[config.mk]
export PLATFORM = sky130hd
export DESIGN_NAME = flex_angle_pid_drive_flat
export DESIGN_NICKNAME = d
export VERILOG_FILES = /design/src/rtl/fapd_pkg.sv /design/src/rtl/fapd_if.sv /design/src/rtl/fapd_ctrl.sv /design/src/rtl/fapd_dp.sv /design/src/rtl/flex_angle_pid_drive.sv /design/src/flat_wrapper.sv
export SDC_FILE = /design/constraint.sdc
export NUM_CORES = 2
export LEC_CHECK = 0
export BUFFER_PORTS_ARGS = -buffer_cell sky130_fd_sc_hd__buf_2
export CORE_ASPECT_RATIO = 0.5
export CORE_MARGIN = 3
export CORE_UTILIZATION = 30
export CTS_BUF_LIST = sky130_fd_sc_hd__clkbuf_2 sky130_fd_sc_hd__clkbuf_4 sky130_fd_sc_hd__clkbuf_8
export DETAILED_ROUTE_END_ITERATION = 16
export PLACE_DENSITY = 0.53
export REMOVE_ABC_BUFFERS = 1
export SLEW_MARGIN = 10
export SYNTH_ARGS = -nofsm -noshare
export SYNTH_HDL_FRONTEND = slang
export SYNTH_SLANG_ARGS = --single-unit
export TNS_END_PERCENT = 10
[constraint.sdc]
create_clock -name clk -period 12.7 [get_ports clk]
set_clock_uncertainty 0.2 [all_clocks]
set_input_delay 0.635 -clock clk [delete_from_list [all_inputs] [get_ports clk]]
set_output_delay 0.635 -clock clk [all_outputs]
set_load 0.01 [all_outputs]
[src/rtl/fapd_pkg.sv]
`default_nettype none
// ----------------------------------------------------------------------------
// fapd_pkg: shared types and constants of the flex angle PID drive
// Field widths, fixed-point constants, datapath command codes and the
// command and status structs between controller and datapath.
// ----------------------------------------------------------------------------
package fapd_pkg;

  // Field widths
  localparam int SP_W      = 20;
  localparam int ERR_W     = 21;
  localparam int DIFF_W    = ERR_W + 1;
  localparam int SPD_W     = 11;
  localparam int MAG_W     = 10;
  localparam int CFG_W     = 16;
  localparam int CFG_IDX_W = 2;

  // Register indexes
  localparam logic [CFG_IDX_W-1:0] CFG_KP = 2'd0;
  localparam logic [CFG_IDX_W-1:0] CFG_KI = 2'd1;
  localparam logic [CFG_IDX_W-1:0] CFG_KD = 2'd2;
  localparam logic [CFG_IDX_W-1:0] CFG_DB = 2'd3;

  localparam logic [CFG_W-1:0] DB_RESET = 16'd512;

  // Shared multiplier
  localparam int MUL_A_W = 32;
  localparam int MUL_B_W = 24;
  localparam int MUL_P_W = MUL_A_W + MUL_B_W;

  // Angle measurement, Q.8 degrees
  localparam int COEF_R    = 80321;
  localparam int COEF_L    = 83814;
  localparam int ANG_ROUND = 256;
  localparam int ANG_SH    = 9;
  localparam int ANGLE_OFS = 30208;

  localparam logic [ERR_W-1:0] ERR_MAX = 21'h0F_FFFF;
  localparam logic [ERR_W-1:0] ERR_MIN = 21'h10_0000;

  // Integral accumulator
  localparam int ISUM_W = 40;
  localparam int ISPLIT = 20;
  localparam int LO_W   = 36;
  localparam int HI_P_W = 37;
  localparam int IT_W   = HI_P_W + ISPLIT;
  localparam int IC_W   = 32;
  localparam logic signed [ISUM_W:0] ISUM_MAX = 41'sh7F_FFFF_FFFF;
  localparam logic signed [ISUM_W:0] ISUM_MIN = -41'sh7F_FFFF_FFFF;
  localparam logic signed [IT_W-1:0] ICLAMP_POS = 57'sd1638400000;
  localparam logic signed [IT_W-1:0] ICLAMP_NEG = -57'sd1638400000;

  // Term scales and drive division by 100 * 2^16
  localparam int P_SCALE   = 100;
  localparam int D_SCALE   = 10000;
  localparam int P_PROD_W  = 28;
  localparam int KD_PROD_W = 31;
  localparam int TOT_W     = 53;
  localparam int DIV_SH    = 16;
  localparam int T_W       = TOT_W - DIV_SH;
  localparam int T_LO_W    = 17;
  localparam int SAT_T     = 102400;
  localparam int RECIP     = 167773;
  localparam int RECIP_SH  = 24;
  localparam logic [MAG_W-1:0] MAG_MAX = 10'd1023;

  // Multiplier operand select
  typedef logic [3:0] fapd_mop_t;
  localparam fapd_mop_t MOP_NONE  = 4'd0;
  localparam fapd_mop_t MOP_RIGHT = 4'd1;
  localparam fapd_mop_t MOP_LEFT  = 4'd2;
  localparam fapd_mop_t MOP_E100  = 4'd3;
  localparam fapd_mop_t MOP_KP    = 4'd4;
  localparam fapd_mop_t MOP_KD    = 4'd5;
  localparam fapd_mop_t MOP_DIFF  = 4'd6;
  localparam fapd_mop_t MOP_ILO   = 4'd7;
  localparam fapd_mop_t MOP_IHI   = 4'd8;
  localparam fapd_mop_t MOP_RECIP = 4'd9;

  // Datapath register update select
  typedef logic [3:0] fapd_aop_t;
  localparam fapd_aop_t AOP_NONE  = 4'd0;
  localparam fapd_aop_t AOP_ACC   = 4'd1;
  localparam fapd_aop_t AOP_ANGLE = 4'd2;
  localparam fapd_aop_t AOP_ERR   = 4'd3;
  localparam fapd_aop_t AOP_CHECK = 4'd4;
  localparam fapd_aop_t AOP_INTEG = 4'd5;
  localparam fapd_aop_t AOP_ZERO  = 4'd6;
  localparam fapd_aop_t AOP_TOT_P = 4'd7;
  localparam fapd_aop_t AOP_TOT_D = 4'd8;
  localparam fapd_aop_t AOP_LO    = 4'd9;
  localparam fapd_aop_t AOP_IT    = 4'd10;
  localparam fapd_aop_t AOP_TOT_I = 4'd11;
  localparam fapd_aop_t AOP_ABS   = 4'd12;
  localparam fapd_aop_t AOP_SAT   = 4'd13;
  localparam fapd_aop_t AOP_QUOT  = 4'd14;

  typedef struct packed {
    logic      capture;
    fapd_mop_t mop;
    fapd_aop_t aop;
    logic      load_out;
  } fapd_cmd_t;

  typedef struct packed {
    logic outside;
  } fapd_stat_t;

endpackage
`default_nettype wire

[src/rtl/fapd_if.sv]
`default_nettype none
// ----------------------------------------------------------------------------
// fapd_if: stream channels of the flex angle PID drive
// Input channel carries setpoint and two sensor samples; result channel
// carries the error, the two servo speed words and the drive magnitude.
// ----------------------------------------------------------------------------
interface fapd_in_if #(
  parameter int SAMPLE_BITS = 10
);
  logic                               valid;
  logic                               ready;
  logic signed [fapd_pkg::SP_W-1:0]   setpoint;
  logic        [SAMPLE_BITS-1:0]      right_sample;
  logic        [SAMPLE_BITS-1:0]      left_sample;

  modport source (output valid, output setpoint, output right_sample,
                  output left_sample, input ready);
  modport sink   (input valid, input setpoint, input right_sample,
                  input left_sample, output ready);
endinterface

interface fapd_out_if;
  logic                               valid;
  logic                               ready;
  logic signed [fapd_pkg::ERR_W-1:0]  angle_error;
  logic        [fapd_pkg::SPD_W-1:0]  servo_a_speed;
  logic        [fapd_pkg::SPD_W-1:0]  servo_b_speed;
  logic        [fapd_pkg::MAG_W-1:0]  drive_magnitude;

  modport source (output valid, output angle_error, output servo_a_speed,
                  output servo_b_speed, output drive_magnitude, input ready);
  modport sink   (input valid, input angle_error, input servo_a_speed,
                  input servo_b_speed, input drive_magnitude, output ready);
endinterface
`default_nettype wire

[src/rtl/fapd_ctrl.sv]
`default_nettype none
// ----------------------------------------------------------------------------
// fapd_ctrl: sequencer of the flex angle PID drive
// Steps one item through angle, error, deadband check and the PID terms,
// issuing at most one multiplier pass and one register update per state.
// ----------------------------------------------------------------------------
module fapd_ctrl (
  input  logic                 clk,
  input  logic                 rst_n,
  input  logic                 in_valid,
  output logic                 in_ready,
  output logic                 out_valid,
  input  logic                 out_ready,
  input  fapd_pkg::fapd_stat_t stat,
  output fapd_pkg::fapd_cmd_t  cmd
);

  localparam logic [4:0] S_IDLE = 5'd0;
  localparam logic [4:0] S_MR   = 5'd1;
  localparam logic [4:0] S_ML   = 5'd2;
  localparam logic [4:0] S_ANG  = 5'd3;
  localparam logic [4:0] S_ERR  = 5'd4;
  localparam logic [4:0] S_CHK  = 5'd5;
  localparam logic [4:0] S_P    = 5'd6;
  localparam logic [4:0] S_KD   = 5'd7;
  localparam logic [4:0] S_D    = 5'd8;
  localparam logic [4:0] S_ILO  = 5'd9;
  localparam logic [4:0] S_IHI  = 5'd10;
  localparam logic [4:0] S_IADD = 5'd11;
  localparam logic [4:0] S_ICL  = 5'd12;
  localparam logic [4:0] S_ABS  = 5'd13;
  localparam logic [4:0] S_REC  = 5'd14;
  localparam logic [4:0] S_Q    = 5'd15;
  localparam logic [4:0] S_OUT  = 5'd16;

  logic [4:0] state_r, state_nxt;
  logic       out_valid_r, out_valid_nxt;

  // Next state and command per step
  always_comb begin
    state_nxt = state_r;
    cmd       = '0;
    in_ready  = 1'b0;
    case (state_r)
      S_IDLE: begin
        in_ready = 1'b1;
        if (in_valid) begin
          cmd.capture = 1'b1;
          state_nxt   = S_MR;
        end
      end
      S_MR: begin
        cmd.mop   = fapd_pkg::MOP_RIGHT;
        state_nxt = S_ML;
      end
      S_ML: begin
        cmd.mop   = fapd_pkg::MOP_LEFT;
        cmd.aop   = fapd_pkg::AOP_ACC;
        state_nxt = S_ANG;
      end
      S_ANG: begin
        cmd.aop   = fapd_pkg::AOP_ANGLE;
        state_nxt = S_ERR;
      end
      S_ERR: begin
        cmd.aop   = fapd_pkg::AOP_ERR;
        state_nxt = S_CHK;
      end
      S_CHK: begin
        cmd.mop   = fapd_pkg::MOP_E100;
        cmd.aop   = fapd_pkg::AOP_CHECK;
        state_nxt = S_P;
      end
      S_P: begin
        if (stat.outside) begin
          cmd.mop   = fapd_pkg::MOP_KP;
          cmd.aop   = fapd_pkg::AOP_INTEG;
          state_nxt = S_KD;
        end else begin
          cmd.aop   = fapd_pkg::AOP_ZERO;
          state_nxt = S_OUT;
        end
      end
      S_KD: begin
        cmd.mop   = fapd_pkg::MOP_KD;
        cmd.aop   = fapd_pkg::AOP_TOT_P;
        state_nxt = S_D;
      end
      S_D: begin
        cmd.mop   = fapd_pkg::MOP_DIFF;
        state_nxt = S_ILO;
      end
      S_ILO: begin
        cmd.mop   = fapd_pkg::MOP_ILO;
        cmd.aop   = fapd_pkg::AOP_TOT_D;
        state_nxt = S_IHI;
      end
      S_IHI: begin
        cmd.mop   = fapd_pkg::MOP_IHI;
        cmd.aop   = fapd_pkg::AOP_LO;
        state_nxt = S_IADD;
      end
      S_IADD: begin
        cmd.aop   = fapd_pkg::AOP_IT;
        state_nxt = S_ICL;
      end
      S_ICL: begin
        cmd.aop   = fapd_pkg::AOP_TOT_I;
        state_nxt = S_ABS;
      end
      S_ABS: begin
        cmd.aop   = fapd_pkg::AOP_ABS;
        state_nxt = S_REC;
      end
      S_REC: begin
        cmd.mop   = fapd_pkg::MOP_RECIP;
        cmd.aop   = fapd_pkg::AOP_SAT;
        state_nxt = S_Q;
      end
      S_Q: begin
        cmd.aop   = fapd_pkg::AOP_QUOT;
        state_nxt = S_OUT;
      end
      S_OUT: begin
        // hold until the output register is free
        if (!out_valid_r || out_ready) begin
          cmd.load_out = 1'b1;
          state_nxt    = S_IDLE;
        end
      end
      default: begin
        state_nxt = S_IDLE;
      end
    endcase
  end

  // Output beat valid: set on load, drop when taken
  always_comb begin
    out_valid_nxt = out_valid_r;
    if (cmd.load_out) begin
      out_valid_nxt = 1'b1;
    end else if (out_ready) begin
      out_valid_nxt = 1'b0;
    end
  end

  always_ff @(posedge clk) begin
    if (!rst_n) begin
      state_r     <= S_IDLE;
      out_valid_r <= 1'b0;
    end else begin
      state_r     <= state_nxt;
      out_valid_r <= out_valid_nxt;
    end
  end

  assign out_valid = out_valid_r;

endmodule
`default_nettype wire

[src/rtl/fapd_dp.sv]
`default_nettype none
// ----------------------------------------------------------------------------
// fapd_dp: datapath of the flex angle PID drive
// Gain registers, one shared signed multiplier with a registered product,
// controller state (integral, last error, direction) and output register.
// ----------------------------------------------------------------------------
module fapd_dp #(
  parameter int SAMPLE_BITS = 10
) (
  input  logic                                  clk,
  input  logic                                  rst_n,
  input  logic                                  cfg_we,
  input  logic        [fapd_pkg::CFG_IDX_W-1:0] cfg_index,
  input  logic        [fapd_pkg::CFG_W-1:0]     cfg_data,
  input  logic signed [fapd_pkg::SP_W-1:0]      in_setpoint,
  input  logic        [SAMPLE_BITS-1:0]         in_right_sample,
  input  logic        [SAMPLE_BITS-1:0]         in_left_sample,
  input  fapd_pkg::fapd_cmd_t                   cmd,
  output fapd_pkg::fapd_stat_t                  stat,
  output logic signed [fapd_pkg::ERR_W-1:0]     out_angle_error,
  output logic        [fapd_pkg::SPD_W-1:0]     out_servo_a_speed,
  output logic        [fapd_pkg::SPD_W-1:0]     out_servo_b_speed,
  output logic        [fapd_pkg::MAG_W-1:0]     out_drive_magnitude
);

  localparam int ACC_W = SAMPLE_BITS + 19;
  localparam int ANG_W = SAMPLE_BITS + 11;
  localparam int EF_W  = ANG_W + 2;

  // Configuration
  logic [fapd_pkg::CFG_W-1:0] kp_r, ki_r, kd_r, db_r;

  // Captured item
  logic signed [fapd_pkg::SP_W-1:0] sp_r;
  logic        [SAMPLE_BITS-1:0]    r_r, l_r;

  // Working registers
  logic signed [fapd_pkg::MUL_P_W-1:0] prod_r;
  logic signed [ACC_W-1:0]             acc_r;
  logic signed [ANG_W-1:0]             angle_r;
  logic signed [fapd_pkg::ERR_W-1:0]   err_r;
  logic                                outside_r;
  logic signed [fapd_pkg::DIFF_W-1:0]  diff_r;
  logic signed [fapd_pkg::TOT_W-1:0]   tot_r;
  logic        [fapd_pkg::LO_W-1:0]    lo_r;
  logic signed [fapd_pkg::IT_W-1:0]    it_r;
  logic        [fapd_pkg::T_W-1:0]     t_r;
  logic                                neg_r;
  logic                                sat_r;
  logic        [fapd_pkg::MAG_W-1:0]   mag_r;

  // Controller state
  logic signed [fapd_pkg::ISUM_W-1:0]  isum_r;
  logic signed [fapd_pkg::ERR_W-1:0]   prev_r;
  logic                                rev_r;

  // Output register
  logic signed [fapd_pkg::ERR_W-1:0]   o_err_r;
  logic        [fapd_pkg::SPD_W-1:0]   o_a_r, o_b_r;
  logic        [fapd_pkg::MAG_W-1:0]   o_mag_r;

  // Multiplier
  logic signed [fapd_pkg::MUL_A_W-1:0] mul_a;
  logic signed [fapd_pkg::MUL_B_W-1:0] mul_b;
  logic signed [fapd_pkg::MUL_P_W-1:0] mul_p;

  // Step results
  logic signed [ACC_W-1:0]             ang_diff, ang_sh;
  logic signed [ANG_W-1:0]             angle_nxt;
  logic signed [EF_W-1:0]              err_full;
  logic signed [fapd_pkg::ERR_W-1:0]   err_sat;
  logic        [fapd_pkg::ERR_W-1:0]   abs_err;
  logic signed [fapd_pkg::ISUM_W:0]    isum_sum;
  logic signed [fapd_pkg::ISUM_W-1:0]  isum_nxt;
  logic signed [fapd_pkg::DIFF_W-1:0]  diff_nxt;
  logic signed [fapd_pkg::IT_W-1:0]    it_nxt;
  logic signed [fapd_pkg::IC_W-1:0]    it_c;
  logic        [fapd_pkg::TOT_W-1:0]   tmag;
  logic        [fapd_pkg::MAG_W-1:0]   quot;
  logic        [fapd_pkg::MAG_W-1:0]   mag_fin;
  logic        [fapd_pkg::MAG_W-2:0]   half_mag;

  // Select multiplier operands
  always_comb begin
    mul_a = '0;
    mul_b = '0;
    case (cmd.mop)
      fapd_pkg::MOP_RIGHT: begin
        mul_a = fapd_pkg::MUL_A_W'(fapd_pkg::COEF_R);
        mul_b = fapd_pkg::MUL_B_W'(r_r);
      end
      fapd_pkg::MOP_LEFT: begin
        mul_a = fapd_pkg::MUL_A_W'(fapd_pkg::COEF_L);
        mul_b = fapd_pkg::MUL_B_W'(l_r);
      end
      fapd_pkg::MOP_E100: begin
        mul_a = fapd_pkg::MUL_A_W'(err_r);
        mul_b = fapd_pkg::MUL_B_W'(fapd_pkg::P_SCALE);
      end
      fapd_pkg::MOP_KP: begin
        mul_a = fapd_pkg::MUL_A_W'($signed(prod_r[fapd_pkg::P_PROD_W-1:0]));
        mul_b = fapd_pkg::MUL_B_W'(kp_r);
      end
      fapd_pkg::MOP_KD: begin
        mul_a = fapd_pkg::MUL_A_W'(fapd_pkg::D_SCALE);
        mul_b = fapd_pkg::MUL_B_W'(kd_r);
      end
      fapd_pkg::MOP_DIFF: begin
        mul_a = fapd_pkg::MUL_A_W'(prod_r[fapd_pkg::KD_PROD_W-1:0]);
        mul_b = fapd_pkg::MUL_B_W'(diff_r);
      end
      fapd_pkg::MOP_ILO: begin
        mul_a = fapd_pkg::MUL_A_W'(isum_r[fapd_pkg::ISPLIT-1:0]);
        mul_b = fapd_pkg::MUL_B_W'(ki_r);
      end
      fapd_pkg::MOP_IHI: begin
        mul_a = fapd_pkg::MUL_A_W'(
                  $signed(isum_r[fapd_pkg::ISUM_W-1:fapd_pkg::ISPLIT]));
        mul_b = fapd_pkg::MUL_B_W'(ki_r);
      end
      fapd_pkg::MOP_RECIP: begin
        mul_a = fapd_pkg::MUL_A_W'(fapd_pkg::RECIP);
        mul_b = fapd_pkg::MUL_B_W'(t_r[fapd_pkg::T_LO_W-1:0]);
      end
      default: begin
        mul_a = '0;
        mul_b = '0;
      end
    endcase
  end

  assign mul_p = mul_a * mul_b;

  // Per-step arithmetic
  always_comb begin
    // angle = offset + round((R term - L term) / 512)
    ang_diff  = acc_r - $signed(prod_r[ACC_W-1:0]);
    ang_sh    = ang_diff >>> fapd_pkg::ANG_SH;
    angle_nxt = ANG_W'(ang_sh) + ANG_W'(fapd_pkg::ANGLE_OFS);

    // error, saturated to the output field
    err_full = EF_W'(sp_r) - EF_W'(angle_r);
    if (err_full[EF_W-1:fapd_pkg::ERR_W-1] ==
        {(EF_W - fapd_pkg::ERR_W + 1){err_full[EF_W-1]}}) begin
      err_sat = err_full[fapd_pkg::ERR_W-1:0];
    end else if (err_full[EF_W-1]) begin
      err_sat = fapd_pkg::ERR_MIN;
    end else begin
      err_sat = fapd_pkg::ERR_MAX;
    end

    abs_err = err_r[fapd_pkg::ERR_W-1] ? fapd_pkg::ERR_W'(-err_r)
                                       : fapd_pkg::ERR_W'(err_r);

    // integral step with symmetric saturation
    isum_sum = (fapd_pkg::ISUM_W + 1)'(isum_r) + (fapd_pkg::ISUM_W + 1)'(err_r);
    if (isum_sum > fapd_pkg::ISUM_MAX) begin
      isum_nxt = fapd_pkg::ISUM_W'(fapd_pkg::ISUM_MAX);
    end else if (isum_sum < fapd_pkg::ISUM_MIN) begin
      isum_nxt = fapd_pkg::ISUM_W'(fapd_pkg::ISUM_MIN);
    end else begin
      isum_nxt = fapd_pkg::ISUM_W'(isum_sum);
    end

    diff_nxt = fapd_pkg::DIFF_W'(err_r) - fapd_pkg::DIFF_W'(prev_r);

    // I term: high partial product shifted over the low one
    it_nxt = {prod_r[fapd_pkg::HI_P_W-1:0], {fapd_pkg::ISPLIT{1'b0}}}
             + fapd_pkg::IT_W'(lo_r);
    if (it_r >= fapd_pkg::ICLAMP_POS) begin
      it_c = fapd_pkg::IC_W'(fapd_pkg::ICLAMP_POS);
    end else if (it_r <= fapd_pkg::ICLAMP_NEG) begin
      it_c = fapd_pkg::IC_W'(fapd_pkg::ICLAMP_NEG);
    end else begin
      it_c = fapd_pkg::IC_W'(it_r);
    end

    tmag = tot_r[fapd_pkg::TOT_W-1] ? fapd_pkg::TOT_W'(-tot_r)
                                    : fapd_pkg::TOT_W'(tot_r);

    // quotient by 100 through the reciprocal product
    quot    = prod_r[fapd_pkg::RECIP_SH+fapd_pkg::MAG_W-1:fapd_pkg::RECIP_SH];
    mag_fin = sat_r ? fapd_pkg::MAG_MAX : quot;

    half_mag = mag_r[fapd_pkg::MAG_W-1:1];
  end

  // Configuration and controller state
  always_ff @(posedge clk) begin
    if (!rst_n) begin
      kp_r   <= '0;
      ki_r   <= '0;
      kd_r   <= '0;
      db_r   <= fapd_pkg::DB_RESET;
      isum_r <= '0;
      prev_r <= '0;
      rev_r  <= 1'b0;
    end else begin
      if (cfg_we) begin
        case (cfg_index)
          fapd_pkg::CFG_KP: kp_r <= cfg_data;
          fapd_pkg::CFG_KI: ki_r <= cfg_data;
          fapd_pkg::CFG_KD: kd_r <= cfg_data;
          fapd_pkg::CFG_DB: db_r <= cfg_data;
          default: ;
        endcase
      end
      if (cmd.aop == fapd_pkg::AOP_INTEG) begin
        isum_r <= isum_nxt;
      end
      if (cmd.aop == fapd_pkg::AOP_QUOT) begin
        rev_r <= neg_r && (sat_r || (quot != '0));
      end
      if (cmd.load_out) begin
        prev_r <= err_r;
      end
    end
  end

  // Capture, product register and working registers
  always_ff @(posedge clk) begin
    if (cmd.capture) begin
      sp_r <= in_setpoint;
      r_r  <= in_right_sample;
      l_r  <= in_left_sample;
    end
    if (cmd.mop != fapd_pkg::MOP_NONE) begin
      prod_r <= mul_p;
    end
    case (cmd.aop)
      fapd_pkg::AOP_ACC:   acc_r     <= $signed(prod_r[ACC_W-1:0])
                                        + ACC_W'(fapd_pkg::ANG_ROUND);
      fapd_pkg::AOP_ANGLE: angle_r   <= angle_nxt;
      fapd_pkg::AOP_ERR:   err_r     <= err_sat;
      fapd_pkg::AOP_CHECK: outside_r <= (abs_err >= fapd_pkg::ERR_W'(db_r));
      fapd_pkg::AOP_INTEG: diff_r    <= diff_nxt;
      fapd_pkg::AOP_ZERO:  mag_r     <= '0;
      fapd_pkg::AOP_TOT_P: tot_r     <= fapd_pkg::TOT_W'(prod_r);
      fapd_pkg::AOP_TOT_D: tot_r     <= tot_r + fapd_pkg::TOT_W'(prod_r);
      fapd_pkg::AOP_LO:    lo_r      <= prod_r[fapd_pkg::LO_W-1:0];
      fapd_pkg::AOP_IT:    it_r      <= it_nxt;
      fapd_pkg::AOP_TOT_I: tot_r     <= tot_r + fapd_pkg::TOT_W'(it_c);
      fapd_pkg::AOP_ABS: begin
        t_r   <= tmag[fapd_pkg::TOT_W-1:fapd_pkg::DIV_SH];
        neg_r <= tot_r[fapd_pkg::TOT_W-1];
      end
      fapd_pkg::AOP_SAT:   sat_r     <= (t_r >= fapd_pkg::T_W'(fapd_pkg::SAT_T));
      fapd_pkg::AOP_QUOT:  mag_r     <= mag_fin;
      default: ;
    endcase
    // Load the result beat
    if (cmd.load_out) begin
      o_err_r <= err_r;
      o_mag_r <= mag_r;
      if (!rev_r) begin
        o_a_r <= {2'b10, half_mag};
        o_b_r <= {1'b1, mag_r};
      end else begin
        o_a_r <= {1'b0, mag_r};
        o_b_r <= {2'b00, half_mag};
      end
    end
  end

  assign stat.outside        = outside_r;
  assign out_angle_error     = o_err_r;
  assign out_servo_a_speed   = o_a_r;
  assign out_servo_b_speed   = o_b_r;
  assign out_drive_magnitude = o_mag_r;

endmodule
`default_nettype wire

[src/rtl/flex_angle_pid_drive.sv]
`default_nettype none
// One item is in work at a time: no new item is accepted until the result
// beat of the last one is loaded; an error inside the deadband skips the PID terms.
// Outside the deadband, work per item is set by the nine passes through the
// single shared 32x24 multiplier and the add steps.
// Reset (rst_n low, synchronous): gains 0, deadband 2 degrees, integral,
// last error and direction cleared, no result pending.
// ----------------------------------------------------------------------------
// flex_angle_pid_drive: PID servo drive for one flex-sensed bend angle
// Measures the angle from two flex sensor samples, runs a PID law with a
// deadband and clamped integral, and emits two servo speed words.
// ----------------------------------------------------------------------------
module flex_angle_pid_drive #(
  parameter int SAMPLE_BITS = 10
) (
  input  logic                              clk,
  input  logic                              rst_n,
  fapd_in_if.sink                           in_ch,
  fapd_out_if.source                        out_ch,
  input  logic                              cfg_we,
  input  logic [fapd_pkg::CFG_IDX_W-1:0]    cfg_index,
  input  logic [fapd_pkg::CFG_W-1:0]        cfg_data
);

  fapd_pkg::fapd_cmd_t  cmd;
  fapd_pkg::fapd_stat_t stat;

  // Sequencer
  fapd_ctrl u_ctrl (
    .clk       (clk),
    .rst_n     (rst_n),
    .in_valid  (in_ch.valid),
    .in_ready  (in_ch.ready),
    .out_valid (out_ch.valid),
    .out_ready (out_ch.ready),
    .stat      (stat),
    .cmd       (cmd)
  );

  // Arithmetic and state
  fapd_dp #(
    .SAMPLE_BITS (SAMPLE_BITS)
  ) u_dp (
    .clk                 (clk),
    .rst_n               (rst_n),
    .cfg_we              (cfg_we),
    .cfg_index           (cfg_index),
    .cfg_data            (cfg_data),
    .in_setpoint         (in_ch.setpoint),
    .in_right_sample     (in_ch.right_sample),
    .in_left_sample      (in_ch.left_sample),
    .cmd                 (cmd),
    .stat                (stat),
    .out_angle_error     (out_ch.angle_error),
    .out_servo_a_speed   (out_ch.servo_a_speed),
    .out_servo_b_speed   (out_ch.servo_b_speed),
    .out_drive_magnitude (out_ch.drive_magnitude)
  );

endmodule
`default_nettype wire

[src/flat_wrapper.sv]
// flat-port wrapper written by rule: the top's interface ports become plain ports
module flex_angle_pid_drive_flat 
#(
  parameter int SAMPLE_BITS = 10
)
  (clk, rst_n, cfg_we, cfg_index, cfg_data, in_ch_valid, in_ch_setpoint, in_ch_right_sample, in_ch_left_sample, in_ch_ready, out_ch_valid, out_ch_angle_error, out_ch_servo_a_speed, out_ch_servo_b_speed, out_ch_drive_magnitude, out_ch_ready);
  fapd_in_if #(.SAMPLE_BITS(SAMPLE_BITS)) in_ch_i ();
  fapd_out_if out_ch_i ();
  input  logic clk;
  input  logic rst_n;
  input  logic cfg_we;
  input  logic [fapd_pkg::CFG_IDX_W-1:0] cfg_index;
  input  logic [fapd_pkg::CFG_W-1:0] cfg_data;
  input wire logic [$bits(in_ch_i.valid)-1:0] in_ch_valid;
  input wire logic [$bits(in_ch_i.setpoint)-1:0] in_ch_setpoint;
  input wire logic [$bits(in_ch_i.right_sample)-1:0] in_ch_right_sample;
  input wire logic [$bits(in_ch_i.left_sample)-1:0] in_ch_left_sample;
  output wire logic [$bits(in_ch_i.ready)-1:0] in_ch_ready;
  output wire logic [$bits(out_ch_i.valid)-1:0] out_ch_valid;
  output wire logic [$bits(out_ch_i.angle_error)-1:0] out_ch_angle_error;
  output wire logic [$bits(out_ch_i.servo_a_speed)-1:0] out_ch_servo_a_speed;
  output wire logic [$bits(out_ch_i.servo_b_speed)-1:0] out_ch_servo_b_speed;
  output wire logic [$bits(out_ch_i.drive_magnitude)-1:0] out_ch_drive_magnitude;
  input wire logic [$bits(out_ch_i.ready)-1:0] out_ch_ready;
  assign in_ch_i.valid = in_ch_valid;
  assign in_ch_i.setpoint = in_ch_setpoint;
  assign in_ch_i.right_sample = in_ch_right_sample;
  assign in_ch_i.left_sample = in_ch_left_sample;
  assign in_ch_ready = in_ch_i.ready;
  assign out_ch_valid = out_ch_i.valid;
  assign out_ch_angle_error = out_ch_i.angle_error;
  assign out_ch_servo_a_speed = out_ch_i.servo_a_speed;
  assign out_ch_servo_b_speed = out_ch_i.servo_b_speed;
  assign out_ch_drive_magnitude = out_ch_i.drive_magnitude;
  assign out_ch_i.ready = out_ch_ready;
  flex_angle_pid_drive #(.SAMPLE_BITS(SAMPLE_BITS)) u_core (.clk(clk), .rst_n(rst_n), .in_ch(in_ch_i), .out_ch(out_ch_i), .cfg_we(cfg_we), .cfg_index(cfg_index), .cfg_data(cfg_data));
endmodule
# After elaboration in Yosys (flattened, before gate mapping)
# Index checks and enable logic that the tools add are counted.
word_totals:
  inputBits: 63
  regBits: 567
  output_inout_bits: 55
op_classes:
  muxes: 30
  add_sub_neg: 11
  n_reduce_logical: 17
  n_eq_ne: 45
  mul: 1
  order_cmp: 6
op_table:
  columns: ["op", "count"]
  rows:
  - ["$pmux W32 S9", 1]
  - ["$pmux W24 S8", 1]
  - ["$pmux W53 S3", 1]
  - ["$pmux W5 S17", 1]
  - ["$mux W40", 2]
  - ["$mux W32", 2]
  - ["$mux W21", 3]
  - ["$add A57 B36 Y57", 1]
  - ["$ge A57 B32 Y1 const B", 1]
  - ["$le A57 B32 Y1 const B", 1]
  - ["$add A53 B32 Y53", 1]
  - ["$add A53 B53 Y53", 1]
  - ["$mul A32 B24 Y53", 1]
  - ["$neg A53 Y53", 1]
  - ["$mux W52", 1]
  - ["$pmux W4 S13", 1]
  - ["$add A40 B21 Y41", 1]
  - ["$gt A41 B40 Y1 const B", 1]
  - ["$lt A41 B40 Y1 const B", 1]
  - ["$eq A5 B4 Y1 const B", 8]
  - ["$ge A37 B17 Y1 const B", 1]
  - ["$eq A4 B4 Y1 const B", 9]
  - ["$pmux W4 S9", 1]
  - ["$eq A4 B3 Y1 const B", 8]
  - ["other kinds (35)", 60]

# Logic depth before layout (Yosys ltp)
depth:
  depth_word: 6
  mapped_depth: 38
  ltp_nobuf: 34

# Cells and area by module
# Synthesis repeated with hierarchy kept, for this count alone.
unflattened:
  hier_cells: 6182
  area_unflattened_um2: 57571.5
by_module_without_submodules:
  columns: ["module", "seq_area_each_um2", "n_inst", "cells_each", "area_per_inst_um2"]
  rows:
  - ["fapd_dp", 15554.9, 1, 6116, 57087.3]
  - ["fapd_ctrl", 120.1, 1, 66, 484.2]

# Worst setup path before layout
# No wires, ideal clock.
synth_path:
  kind: "register to register"
  from: "register u_core.u_ctrl.state_r[3]"
  to: "register u_core.u_dp.prod_r[50] (netlist name) (data pin)"
  n_path_buf: 4
  t_arrival_ns: 9.692
  period_less_slack_ns: 10.165
  setup_time_ns: 0.273
  setup_slack_ns: 2.535
  t_required_ns: 12.227
  path_stages_with_launch: 35
  path_cell_list: "dfxtp_1 clkbuf_1 or3_1 nor2_1 clkbuf_1 buf_1 a22oi_1 nand3_1 clkbuf_1 nand2_1 fa_1 inv_1 fa_1 inv_1 fa_1 fa_1 inv_1 fa_1 fa_1 inv_1 fa_1 inv_1 ha_1 a21o_1 a21o_1 a21o_1 a211oi_1 o2111ai_1 nand3_1 o21a_1 o21ai_0 a211o_1 a221oi_1 mux2i_1 o2111ai_1"
synth_via:
  elab_chain_len: 6
synth_rtl:
  columns: ["item", "line_no", "rtl"]
  rows:
  - ["start: declaration", "fapd_ctrl.sv:36", "logic [4:0] state_r, state_nxt;"]
  - ["start signal: assignment", "fapd_ctrl.sv:152", "state_r <= state_nxt;"]
  - ["$eq A5 B4 Y1 (tied with other cells)", "fapd_ctrl.sv:44", "case (state_r)"]
  - ["$pmux W4 S9 (*)", "fapd_ctrl.sv:44", null]
  - ["$eq A4 B4 Y1 / $eq A4 B3 Y1 (equally long branches)", "fapd_dp.sv:87", "case (cmd.mop)"]
  - ["$reduce_or A2 Y1 (no source line)", null, null]
  - ["$pmux W24 S8", "fapd_dp.sv:87", null]
  - ["$mul A32 B24 Y53 (*)", "fapd_dp.sv:132", "assign mul_p = mul_a * mul_b;"]
  - ["named net u_core.u_dp.mul_p (one bit)", "fapd_dp.sv:65", "logic signed [fapd_pkg::MUL_P_W-1:0] mul_p;"]
  - ["end signal: assignment", "fapd_dp.sv:228", "prod_r <= mul_p;"]
  - ["end: declaration", "fapd_dp.sv:38", "logic signed [fapd_pkg::MUL_P_W-1:0] prod_r;"]
# Mark *: on every way through the listed nets, which the timed path passes. The rest lies on a longest branch.
# A chain may end at the register's enable or synchronous reset.

# Worst setup path in the final report
layout_path:
  from: "register u_core.u_ctrl.state_r[0]"
  to: "register u_core.u_dp.prod_r[49] (netlist name) (data pin)"
# Same word-level chain as after synthesis.

==> results.yml <==
setup_path:
  rr_startpoint: "u_core.u_ctrl.state_r[0]"
  cp_max_fo: 18
  required_ps: 12970
  cpMaxStageDelayCell: "o311ai_0"
  crit_path_start_kind: "register"
  cp-end-kind: "register"
  worstPathArrival_ps: 11780
  path_class: "register to register"
  max_stage_delay_ps: 790
  setup.worst_path.start: "u_core.u_ctrl.state_r[0]"
  crit_path_frequent_cell: "fa_1"
clocking:
  insertion_delay_ps: 780
  clk_pin_slew_worst_paths_ps: 70
  clockBufferDepth: 3
  cts.sinks: 566
  cts_tree: "yes"
  post_cts_buffers: 0
  root_buffer: "clkbuf_8"
  cts_htree_levels: 3
  numCtsBuffers: 94
sta:
  rsz0062_at_grt: "false"
  period_share_pct: 90.6
  worst_pin_slew_ps: 1220
  finalHoldViolCount: 0
  finalSetupViolCount: 0
  min_period_ps: 11510
  slew_headroom_pct: 18.8
  hold_ws_ps: 76.8
  drv_slew: 0
  clock.fmax_mhz: 86.9
  tns_ps: 0
flow_run:
  cap_violations: 0
grt:
  grt_max_degree: 78
  grt_pass1_wl_mm: 293
  grt.total_usage_pct: 19.8
  antenna_found_initial: 9
  grt_pass1_vias: 44700
  grt.overflow.total: 0
synth:
  ys_warn_count: 0
  yosysSeqAreaShare_pct: 27.2
  synth_flop_cell: "edfxtp_1"
  synth_edf_count: 434
  synthArstFlopShare_pct: 0
  avgSynthCellArea_um2: 9.38
  synth.cell_area_mm2: 0.0577
  ys_seq_elements: 566
  synthDistinctLibCells: 80
  syn_inst: 6148
route:
  final_antenna_net_count: 0
  vias_per_cell: 5.04
  drt_iter0_markers: 4206
  wl_per_cell_um: 22.0
  route.detailed.drc: 0
  vias: 45000
  routed_wl_mm: 197
  drtPass1Iterations: 6
floorplan:
  fp.dieH_um: 316
  rows: 113
  initial_core_util_pct: 30.3
  dieArea_mm2: 0.198
  chipWidth_um: 626
  io_pins: 118
  core_mm2: 0.190
status:
  run_status: "finished clean"
power:
  power.density_mw_per_mm2: 85.3
  p_leak_uw: 0.0278
  peakVddDrop_uv: 64.9
place:
  gp_congestion: 0.959
  place_hpwl_mm: 153
  portBuffers: 117
hold_path:
  hp-class: "input pin to register"
  min_from: "cfg_data[8]"
layout:
  syn_to_final_growth_pct: 11.7
  drive_gt1_share_pct: 7.37
  nets: 7476
  final_util_pct: 33.8
  num-fill-cells: 19600
[placed cells by master (no fill, tap or decap), types with 29 or more instances in the layout]
cell type,count
o21a_1,53
nor2b_1,32
nand3_1,87
inv_1,994
xor2_1,74
edfxtp_1,434
clkbuf_8,101
nor3_1,60
nand2_1,956
buf_2,117
nor2_1,422
nand2b_1,46
o21ai_0,236
a21o_1,130
a21boi_0,99
a22oi_1,39
ha_1,342
a21oi_1,233
and3_1,35
and2_1,54
a211oi_1,35
nor4_1,35
xnor2_1,212
dlygate4sd3_1,53
o21bai_1,29
fa_1,759
buf_4,132
dfxtp_1,132
nand4_1,29
[worst paths after layout]
check,endpoint,depth (start not counted),slack (ps)
hold / removal,u_core.u_dp.kd_r[8],3,80
setup reg to reg,u_core.u_dp.prod_r[49],29,1190
setup / recovery,u_core.u_dp.prod_r[49],29,1190
hold reg to reg,u_core.u_dp.it_r[12],0,210
[area by class of cell]
class	count	area, um^2	area share, %
multi-input cells	4351	37600	58.4
flip-flops and latches	566	15700	24.3
inverters	997	3740	5.81
well taps	2530	3170	4.91
repair buffers	302	2110	3.27
clock buffers	122	1550	2.40
clock inverters	53	542	0.841
diodes	6	15.0	0.0233
[power by group]
part           internal [uW]  switching [uW]
registers               2110             109
clock network           1010             838
logic                    527             905
total                   3650            1850
[timing repair]
item | 4_1_cts | 5_1_grt
gates resized for setup | 0 | 0
hold buffers | 53 | 0
hold endpoints to repair | 86 | 0
[state kept, by name, summed over array words and instances, names as in the netlist, 20 cells and up]
signal                       cells
u_core.u_dp.it_r                57
u_core.u_dp.lo_r                36
u_core.u_dp.prev_r              21
u_core.u_dp.isum_r              40
u_core.u_dp.out_angle_error     21
u_core.u_dp.diff_r              22
u_core.u_dp.angle_r             21
u_core.u_dp.tot_r               53
u_core.u_dp.acc_r               29
u_core.u_dp.prod_r              53
u_core.u_dp.t_r                 37
u_core.u_dp.sp_r                20
u_core.u_dp.err_r               21
[per-layer routing]
| metal | wire (um) | GRT usage (%) | vias up |
|---|---|---|---|
| li1 | - | - | 20500 |
| met1 | 86700 | 27.8 | 22500 |
| met2 | 85800 | 30.5 | 1755 |
| met3 | 17200 | 4.25 | 309 |
| met4 | 6620 | 6.11 | 2 |
| met5 | 191 | 0.717 | - |
[per-stage QoR]
step	area (um^2)	std cells	setup WS (ps)	power (uW)
2_1_floorplan	56800	5914	813	3120
3_3_place_gp	61800	8693	1700	3650
3_5_place_dp	61800	8693	1500	3650
4_1_cts	64400	8921	1430	5520
5_1_grt	64400	8923	743	5760
6_report	64400	8927	1190	5500
[cells by family after synthesis]
| family | count (synthesis) | synth area share (%) |
|---|---|---|
| AOI/OAI and AO/OA | 1088 | 12.5 |
| xor gates and xnor gates | 286 | 4.34 |
| adders and majority gates | 1103 | 33.8 |
| buffers and inverters | 1238 | 8.06 |
| DFF | 566 | 27.2 |
| muxes | 7 | 0.124 |
| other | 2 | 0.0130 |
| and+or+nand+nor | 1858 | 14.0 |
[Yosys cell counts, types with 66 or more instances]
cell type / count / area [um^2]
a21oi_1: 238 / 1190
nor3_1: 66 / 330
a21o_1: 130 / 976
inv_1: 995 / 3730
o21ai_0: 238 / 1190
clkbuf_1: 234 / 878
fa_1: 759 / 15200
xor2_1: 74 / 648
ha_1: 342 / 4280
nor2_1: 431 / 1620
nand3_1: 90 / 450
dfxtp_1: 132 / 2640
xnor2_1: 212 / 1860
edfxtp_1: 434 / 13000
a21boi_0: 99 / 743
nand2_1: 957 / 3590
[critical path: cells and delay by family (launching register included)]
kind	cells	cell delay [ps]
buf+inv	5	750
flops	1	700
compound gates	10	3450
xor+xnor	1	80
fa+ha+maj	8	4000
simple gates	5	2040
No activity file was read; power rests on OpenSTA's default activity.
